==> config.mk <==
export PLATFORM = sky130hd
export DESIGN_NAME = gear_shift_sequencer
export DESIGN_NICKNAME = d
export VERILOG_FILES = /design/src/gss_pkg.sv /design/src/gear_shift_sequencer.sv /design/src/gss_cfg.sv /design/src/gss_core.sv
export SDC_FILE = /design/constraint.sdc
export NUM_CORES = 1
export LEC_CHECK = 0
export BUFFER_PORTS_ARGS = -buffer_cell sky130_fd_sc_hd__buf_2
export CORE_UTILIZATION = 55
export DETAILED_ROUTE_END_ITERATION = 7
export GPL_TIMING_DRIVEN = 0
export PLACE_DENSITY = 0.75
export SYNTH_ARGS = -nofsm -noshare
export SYNTH_HDL_FRONTEND = slang
export SYNTH_SLANG_ARGS = --single-unit
==> constraint.sdc <==
create_clock -name clk -period 9.1 [get_ports clk]
set_input_delay 0.91 -clock clk [delete_from_list [all_inputs] [get_ports clk]]
set_output_delay 0.91 -clock clk [all_outputs]
set_load 0.01 [all_outputs]
==> src/gss_pkg.sv <==
// ----------------------------------------------------------------------------
// gss_pkg
// Shared types for the gear shift sequencer: input beat, result beat and the
// configuration bundle handed from the register file to the step logic.
// ----------------------------------------------------------------------------
package gss_pkg;

  localparam int unsigned CfgIndexWidth = 3;
  localparam int unsigned CfgDataWidth  = 16;

  typedef struct packed {
    logic [2:0]  event_code;
    logic [11:0] position_sample;
    logic        request_write;
    logic        request_value;
  } item_t;

  typedef struct packed {
    logic        post_valid;
    logic [2:0]  post_event;
    logic [6:0]  post_delay;
    logic        dac_write;
    logic [11:0] dac_value;
    logic [3:0]  pdo_mask;
    logic [2:0]  status_code;
    logic        in_transition;
    logic        gear_request;
    logic [2:0]  current_state;
  } result_t;

  typedef struct packed {
    logic [11:0] gear_one_target;
    logic [11:0] gear_two_target;
    logic [11:0] gear_one_min;
    logic [11:0] gear_one_max;
    logic [11:0] gear_two_min;
    logic [11:0] gear_two_max;
    logic [15:0] retry_limit;
  } cfg_t;

endpackage

==> src/gear_shift_sequencer.sv <==
// ----------------------------------------------------------------------------
// gear_shift_sequencer
// Two-gear actuator sequencer: one event beat in, one result beat out.
// ----------------------------------------------------------------------------
// Usage:
//   item channel   (item_valid / item_stall / item): one event with the
//     sensed position and an optional gear request write per beat.
//   result channel (result_valid / result_stall / result): exactly one
//     result beat per item beat, in order: self-post event and delay,
//     DAC load, PDO request mask and status.
//   cfg channel    (cfg_valid / cfg_ready / cfg_index / cfg_data): register
//     writes, always ready; indexes beyond the register list are ignored.
//     Write only while no beat is in flight.
// From item acceptance to result_valid a beat passes the input register,
// then the sequencer step feeding the result register. Throughput is one
// beat per cycle while result_stall does not hold a result; the step logic
// is a single pass of compares and muxing between those two registers.
// Reset (rst, synchronous) empties both registers, puts the sequencer in the
// init state and loads the register defaults (retry limit 100, others 0).
// When result_stall is high with a result held, the input register holds
// its beat and item_stall rises until the result drains.
module gear_shift_sequencer (
  input  logic                                clk,
  input  logic                                rst,
  input  logic                                item_valid,
  output logic                                item_stall,
  input  gss_pkg::item_t                      item,
  output logic                                result_valid,
  input  logic                                result_stall,
  output gss_pkg::result_t                    result,
  input  logic                                cfg_valid,
  output logic                                cfg_ready,
  input  logic [gss_pkg::CfgIndexWidth-1:0]   cfg_index,
  input  logic [gss_pkg::CfgDataWidth-1:0]    cfg_data
);

  gss_pkg::item_t   item_q;
  logic             item_q_valid;
  gss_pkg::cfg_t    cfg;
  gss_pkg::result_t step_res;
  logic             advance;

  // advance the held beat when the result register is free or draining
  assign advance    = item_q_valid && (!result_valid || !result_stall);
  assign item_stall = item_q_valid && !advance;
  assign cfg_ready  = 1'b1;

  gss_cfg u_cfg (
    .clk      (clk),
    .rst      (rst),
    .wr_en    (cfg_valid && cfg_ready),
    .wr_index (cfg_index),
    .wr_data  (cfg_data),
    .cfg      (cfg)
  );

  gss_core u_core (
    .clk  (clk),
    .rst  (rst),
    .step (advance),
    .item (item_q),
    .cfg  (cfg),
    .res  (step_res)
  );

  // input register: take a new beat whenever not stalled
  always_ff @(posedge clk) begin
    if (rst) begin
      item_q_valid <= 1'b0;
    end else if (!item_stall) begin
      item_q_valid <= item_valid;
    end
  end

  always_ff @(posedge clk) begin
    if (!item_stall && item_valid) begin
      item_q <= item;
    end
  end

  // result register: load on advance, drop once taken
  always_ff @(posedge clk) begin
    if (rst) begin
      result_valid <= 1'b0;
    end else if (advance) begin
      result_valid <= 1'b1;
    end else if (!result_stall) begin
      result_valid <= 1'b0;
    end
  end

  always_ff @(posedge clk) begin
    if (advance) begin
      result <= step_res;
    end
  end

endmodule

==> src/gss_cfg.sv <==
// ----------------------------------------------------------------------------
// gss_cfg
// Configuration register file: targets, position windows and retry limit.
// ----------------------------------------------------------------------------
module gss_cfg (
  input  logic                                clk,
  input  logic                                rst,
  input  logic                                wr_en,
  input  logic [gss_pkg::CfgIndexWidth-1:0]   wr_index,
  input  logic [gss_pkg::CfgDataWidth-1:0]    wr_data,
  output gss_pkg::cfg_t                       cfg
);

  localparam logic [gss_pkg::CfgIndexWidth-1:0] REG_ONE_TARGET = 3'd0;
  localparam logic [gss_pkg::CfgIndexWidth-1:0] REG_TWO_TARGET = 3'd1;
  localparam logic [gss_pkg::CfgIndexWidth-1:0] REG_ONE_MIN    = 3'd2;
  localparam logic [gss_pkg::CfgIndexWidth-1:0] REG_ONE_MAX    = 3'd3;
  localparam logic [gss_pkg::CfgIndexWidth-1:0] REG_TWO_MIN    = 3'd4;
  localparam logic [gss_pkg::CfgIndexWidth-1:0] REG_TWO_MAX    = 3'd5;
  localparam logic [gss_pkg::CfgIndexWidth-1:0] REG_RETRY      = 3'd6;
  localparam logic [15:0] RETRY_RESET = 16'd100;

  always_ff @(posedge clk) begin
    if (rst) begin
      cfg.gear_one_target <= '0;
      cfg.gear_two_target <= '0;
      cfg.gear_one_min    <= '0;
      cfg.gear_one_max    <= '0;
      cfg.gear_two_min    <= '0;
      cfg.gear_two_max    <= '0;
      cfg.retry_limit     <= RETRY_RESET;
    end else if (wr_en) begin
      unique case (wr_index)
        REG_ONE_TARGET: cfg.gear_one_target <= wr_data[11:0];
        REG_TWO_TARGET: cfg.gear_two_target <= wr_data[11:0];
        REG_ONE_MIN:    cfg.gear_one_min    <= wr_data[11:0];
        REG_ONE_MAX:    cfg.gear_one_max    <= wr_data[11:0];
        REG_TWO_MIN:    cfg.gear_two_min    <= wr_data[11:0];
        REG_TWO_MAX:    cfg.gear_two_max    <= wr_data[11:0];
        REG_RETRY:      cfg.retry_limit     <= wr_data;
        default: ;
      endcase
    end
  end

endmodule

==> src/gss_core.sv <==
// ----------------------------------------------------------------------------
// gss_core
// Sequencer state and one-step logic: transition table, entry and loop
// actions. State advances on each step strobe.
// ----------------------------------------------------------------------------
module gss_core (
  input  logic             clk,
  input  logic             rst,
  input  logic             step,
  input  gss_pkg::item_t   item,
  input  gss_pkg::cfg_t    cfg,
  output gss_pkg::result_t res
);

  typedef enum logic [2:0] {
    MODE_INIT    = 3'd0,
    MODE_GO1     = 3'd1,
    MODE_GO2     = 3'd2,
    MODE_REACHED = 3'd3,
    MODE_ERROR   = 3'd4
  } mode_t;

  localparam logic [2:0] EV_INIT    = 3'd0;
  localparam logic [2:0] EV_REACHED = 3'd1;
  localparam logic [2:0] EV_GO1     = 3'd2;
  localparam logic [2:0] EV_GO2     = 3'd3;
  localparam logic [2:0] EV_ERROR   = 3'd4;

  localparam logic [6:0] DELAY_SHORT = 7'd10;
  localparam logic [6:0] DELAY_LONG  = 7'd100;

  localparam logic [2:0] STATUS_GO1     = 3'd2;
  localparam logic [2:0] STATUS_GO2     = 3'd3;
  localparam logic [2:0] STATUS_REACHED = 3'd4;
  localparam logic [2:0] STATUS_ERROR   = 3'd6;

  localparam logic [3:0] MASK_SHIFT = 4'hA;
  localparam logic [3:0] MASK_HOLD  = 4'hB;
  localparam logic [3:0] MASK_LOOP  = 4'hC;

  mode_t       mode, mode_next;
  logic        ack, ack_next;
  logic        sreq, sreq_next, sreq_in;
  logic [15:0] retry, retry_next, retry_inc;
  logic        tflag, tflag_next;
  logic [2:0]  status, status_next;
  logic        win1, win2, win_sel, one;

  always_comb begin
    sreq_in   = item.request_write ? item.request_value : sreq;
    win1      = (item.position_sample >= cfg.gear_one_min) &&
                (item.position_sample <= cfg.gear_one_max);
    win2      = (item.position_sample >= cfg.gear_two_min) &&
                (item.position_sample <= cfg.gear_two_max);
    retry_inc = retry + 16'd1;

    // transition table; unlisted events leave the mode alone
    mode_next = mode;
    unique case (mode)
      MODE_INIT: begin
        if (item.event_code == EV_INIT) mode_next = MODE_GO1;
      end
      MODE_GO1: begin
        if (item.event_code == EV_REACHED)    mode_next = MODE_REACHED;
        else if (item.event_code == EV_GO2)   mode_next = MODE_GO2;
        else if (item.event_code == EV_ERROR) mode_next = MODE_ERROR;
      end
      MODE_GO2: begin
        if (item.event_code == EV_REACHED)    mode_next = MODE_REACHED;
        else if (item.event_code == EV_GO1)   mode_next = MODE_GO1;
        else if (item.event_code == EV_ERROR) mode_next = MODE_ERROR;
      end
      MODE_REACHED: begin
        if (item.event_code == EV_GO1)        mode_next = MODE_GO1;
        else if (item.event_code == EV_GO2)   mode_next = MODE_GO2;
        else if (item.event_code == EV_ERROR) mode_next = MODE_ERROR;
      end
      default: begin
        if (item.event_code == EV_REACHED)    mode_next = MODE_REACHED;
        else if (item.event_code == EV_GO1)   mode_next = MODE_GO1;
        else if (item.event_code == EV_GO2)   mode_next = MODE_GO2;
        else if (item.event_code == EV_INIT)  mode_next = MODE_INIT;
      end
    endcase

    res         = '0;
    ack_next    = ack;
    sreq_next   = sreq_in;
    retry_next  = retry;
    tflag_next  = tflag;
    status_next = status;
    one         = (mode_next == MODE_GO1);
    win_sel     = one ? win1 : win2;

    if (mode_next != mode) begin
      // entry actions
      unique case (mode_next)
        MODE_INIT: begin
          res.post_valid = 1'b1;
          res.post_event = EV_INIT;
          res.post_delay = DELAY_SHORT;
        end
        MODE_GO1, MODE_GO2: begin
          status_next   = one ? STATUS_GO1 : STATUS_GO2;
          ack_next      = sreq_in;
          tflag_next    = 1'b1;
          retry_next    = '0;
          res.pdo_mask  = MASK_SHIFT;
          res.dac_write = 1'b1;
          res.dac_value = one ? cfg.gear_one_target : cfg.gear_two_target;
          res.post_valid = 1'b1;
          if (win_sel) begin
            res.post_event = EV_REACHED;
            res.post_delay = DELAY_LONG;
          end else begin
            res.post_event = one ? EV_GO1 : EV_GO2;
            res.post_delay = DELAY_SHORT;
          end
        end
        MODE_REACHED: begin
          status_next    = STATUS_REACHED;
          retry_next     = '0;
          tflag_next     = 1'b0;
          res.pdo_mask   = MASK_HOLD;
          res.post_valid = 1'b1;
          res.post_event = EV_REACHED;
          res.post_delay = DELAY_LONG;
        end
        default: begin
          // error: flip the request and head for the other gear
          status_next    = STATUS_ERROR;
          tflag_next     = 1'b1;
          sreq_next      = ~sreq_in;
          ack_next       = ~sreq_in;
          res.pdo_mask   = MASK_HOLD;
          res.post_valid = 1'b1;
          res.post_event = sreq_in ? EV_GO1 : EV_GO2;
          res.post_delay = DELAY_LONG;
        end
      endcase
    end else begin
      // loop actions
      unique case (mode)
        MODE_INIT: ;
        MODE_GO1, MODE_GO2: begin
          res.pdo_mask   = MASK_LOOP;
          retry_next     = retry_inc;
          res.post_valid = 1'b1;
          priority if (win_sel) begin
            res.post_event = EV_REACHED;
            res.post_delay = DELAY_LONG;
          end else if (one && sreq_in) begin
            res.post_event = EV_GO2;
            res.post_delay = DELAY_LONG;
          end else if (!one && !sreq_in) begin
            res.post_event = EV_GO1;
            res.post_delay = DELAY_SHORT;
          end else if (retry_inc == cfg.retry_limit) begin
            retry_next     = '0;
            res.post_event = EV_ERROR;
            res.post_delay = DELAY_LONG;
          end else begin
            res.post_event = one ? EV_GO1 : EV_GO2;
            res.post_delay = DELAY_SHORT;
          end
        end
        MODE_REACHED: begin
          res.post_valid = 1'b1;
          res.post_delay = DELAY_LONG;
          if (sreq_in != ack) begin
            ack_next       = sreq_in;
            res.pdo_mask   = MASK_LOOP | 4'h1;
            res.post_event = sreq_in ? EV_GO2 : EV_GO1;
          end else begin
            res.pdo_mask   = MASK_LOOP;
            res.post_event = EV_REACHED;
          end
        end
        default: begin
          res.post_valid = 1'b1;
          res.post_event = EV_INIT;
          res.post_delay = DELAY_SHORT;
        end
      endcase
    end

    res.status_code   = status_next;
    res.in_transition = tflag_next;
    res.gear_request  = sreq_next;
    res.current_state = mode_next;
  end

  always_ff @(posedge clk) begin
    if (rst) begin
      mode   <= MODE_INIT;
      ack    <= 1'b0;
      sreq   <= 1'b0;
      retry  <= '0;
      tflag  <= 1'b0;
      status <= '0;
    end else if (step) begin
      mode   <= mode_next;
      ack    <= ack_next;
      sreq   <= sreq_next;
      retry  <= retry_next;
      tflag  <= tflag_next;
      status <= status_next;
    end
  end

endmodule

==> impl_results.md <==
* Vias at 7,399
* Final Hold Viols at 0
* Part of the power in the clock network at 0.416
* DR vias/cell at 5.74
* Largest family of logic cells by synthesized area: simple AND/OR/NAND/NOR gates
* DR DRC count at 0
* Post-route ant nets at 0
* CP max FO at 10
* Fin crit share at 0.383
* RSZ-0062 raised after global routing: false
* CTS H-tree depth at 4
* Worst Path Required at 9.45 ns
* Syn_area_per_cell at 8.57 um^2
* Pleak at 0.00358 uW
* CTS Buffer Depth at 2
* Prevailing post-synth register cell: dfxtp_1
* Combinational power share at 0.108
* Setup WS pre-CTS at 5.72 ns
* Die Footprint at 15,900 um^2
* Register area share after synthesis at 0.441
* Net Sw Power at 424 uW
* Post-CTS sizing at 0
* Most common cell after layout, fill and taps aside: nand2_1
* Routed wirelength normalized by instance count at 16.7 um
* Setup ws final at 5.62 ns
* First-pass GRT wire length at 34,600 um
* Post-synthesis async set-or-reset flop share at 0
* Cells after synthesis at 990
* Clk_lat worst skew at 0.43 ns
* TritonRoute pass-1 iters at 6
* Post-synthesis mux area share at 0.0261
* Post-Synth Simple-Gate Area at 0.206
* Post-synthesis adder-cell area fraction at 0.0737
* Max-cap violation count at 0
* Boundary Pins at 80
* Unique masters post-synth at 75
* Seq cells post-synth at 163
* Mapped Area at 8480 um^2
* Number of synthesized flops with an enable pin at 48
* Complex-gate fraction of the synthesized area at 0.163
* CTS root buf: clkbuf_16
* Yosys warning total at 0
* Power density over the cells at 170 nW/um^2
* Vias in the first global route at 6,822
* # hold bufs at CTS at 0
* Sequential power share at 0.476
* DIE WIDTH at 126 um
* Fin Setup TNS at 0 ns
* Status: complete, no violations
* Port buffer count at 76
* Cell-internal power at 1220 uW
* Fin nets at 1,179
* TritonCTS clock tree: built
* Num rows at 45
* RePlAce Congestion at 0.937
* Synth Area in XOR/XNOR at 0.0289
* Area Growth Syn to Fin at 14.3%
* Post-Route WL at 21,500 um
* Worst-path clk slew at 0.06 ns
* Worst path arrival time at 3.84 ns
* Slew HR at 0.454
* Setup Skew at 0.00990 ns
* Slew Limit Fails at 0
* Largest net degree at the start of global routing at 24
* Initial Utilization at 0.560
* Clock sinks at 163
* Critical path capture point type: flip-flop
* # diodes at 0
* Worst setup path class: reg2reg
* Floorplan core area at 15,100 um^2
* Worst-margin pin slew at 0.796 ns
* Min cycle time layout at 3.48 ns
* FMAX at 0.287 GHz
* GRT Util Overall at 0.281
* Final hold slack at 0.455 ns
* DPL Wire Length at 15,100 um
* Startpoint Class: flip-flop
* Ratio of cells with drive above 1 in the final layout at 0.133
* Die Height at 126 um
* Setup violations, final at 0
* Most frequent cells in the layout: nand2_1, a21oi_1, dfxtp_1
* GR Overflow Total at 0
* Antenna violations before repair at 0
* Cts bufs inserted at 17
* # Post-CTS Setup Buffers at 0
* Worst hold path class: reg2reg
* Drt initial violations at 554
* Peak supply drop at 0.000194 V
* Switch share at 0.257
==> flip-flops by register name, summed over array words and instances, names as in the netlist <==
register	cells
u_cfg.cfg	88
result	31
item_q	17
u_core.retry	16
u_core.mode	3
u_core.status	3
item_q_valid	1
result_valid	1
u_core.ack	1
u_core.sreq	1
u_core.tflag	1
==> power groups by stage <==
stage | Clock (uW) | Combinational (uW) | Sequential (uW)
floorplan | 0 | 109 | 800
global placement | 0 | 170 | 801
detailed placement | 0 | 175 | 800
CTS | 692 | 176 | 785
global route | 723 | 196 | 787
finish | 685 | 178 | 785
==> cells by family (layout without fill, tap and decap cells) <==
kind of cell / Yosys count / in the layout
mux: 22 / 22
xor+xnor: 28 / 28
buf+inv: 122 / 232
compound gates: 221 / 221
fa+ha+maj: 50 / 50
flops: 163 / 163
simple gates: 382 / 382
other cells: 2 / 3
==> worst max-delay path, cell delays in order, from the launching register on <==
cell and delay (ns):
edfxtp_1 0.41, clkbuf_1 0.25, nor2_1 0.32, nand2_1 0.13, a31oi_1 0.58, o21ai_0 0.35, o22ai_2 0.51, o31ai_4 0.16
buf_6 0.17, or4_1 0.40, a21oi_1 0.13
==> cell type report <==
type	instances	area, um^2
Tap cell	188	235
Buffer	61	284
Clock buffer	23	458
Sequential cell	163	3740
Timing Repair Buffer	78	415
Clock inverter	9	97.6
Multi-Input combinational cell	706	4240
Inverter	61	229
Fill cell	1326	5450
==> routing by layer <==
layer / global-route usage / share of wire
met5: 0 / 0
met4: 0.0921 / 0.017
met3: 0.0514 / 0.065
met2: 0.466 / 0.47
met1: 0.370 / 0.44
==> stage by stage <==
stage	utilization	area (um^2)	std cells	power, uW
floorplan	-	8490	991	909
global placement	0.601	9100	1255	971
detailed placement	0.604	9140	1257	976
CTS	0.640	9700	1289	1650
global route	0.640	9700	1289	1710
finish	0.640	9700	1289	1650
==> synth_stat cells, types with 3 or more instances <==
| cell | count | area [um^2] |
|---|---|---|
| xnor2_1 | 20 | 175 |
| nand2b_1 | 9 | 56.3 |
| nor2b_1 | 6 | 37.5 |
| mux2i_1 | 21 | 210 |
| a21oi_1 | 122 | 611 |
| dfxtp_1 | 115 | 2300 |
| or4_1 | 8 | 60.1 |
| inv_1 | 60 | 225 |
| o211ai_1 | 7 | 52.6 |
| nand2_1 | 224 | 841 |
| o21a_1 | 9 | 67.6 |
| a21o_1 | 10 | 75.1 |
| nor3_1 | 18 | 90.1 |
| and3_1 | 3 | 18.8 |
| a211oi_1 | 6 | 45.0 |
| nand4_1 | 15 | 93.8 |
| ha_1 | 50 | 626 |
| buf_4 | 7 | 52.6 |
| o21ai_0 | 17 | 85.1 |
| buf_1 | 4 | 15.0 |
| or2_2 | 3 | 18.8 |
| clkbuf_1 | 38 | 143 |
| a2bb2oi_1 | 3 | 26.3 |
| a22oi_1 | 4 | 30.0 |
| buf_2 | 10 | 50.1 |
| nor4_1 | 3 | 18.8 |
| a31oi_1 | 5 | 31.3 |
| o2111ai_1 | 5 | 43.8 |
| nand3_1 | 14 | 70.1 |
| xor2_1 | 8 | 70.1 |
| or3_1 | 9 | 56.3 |
| nor2_1 | 52 | 195 |
| edfxtp_1 | 48 | 1440 |
| and4_1 | 3 | 26.3 |
==> final timing paths <==
check / startpoint / to / slack, ns / cells after the start
worst min register to register: u_cfg.cfg[23] / u_cfg.cfg[23] / 0.45 / 2
worst min-delay path: u_cfg.cfg[23] / u_cfg.cfg[23] / 0.45 / 2
worst max register to register: item_q[15] / u_core.retry[8] / 5.62 / 10
worst max-delay path: item_q[15] / u_core.retry[8] / 5.62 / 10
Power figures use the tool's default switching activity.
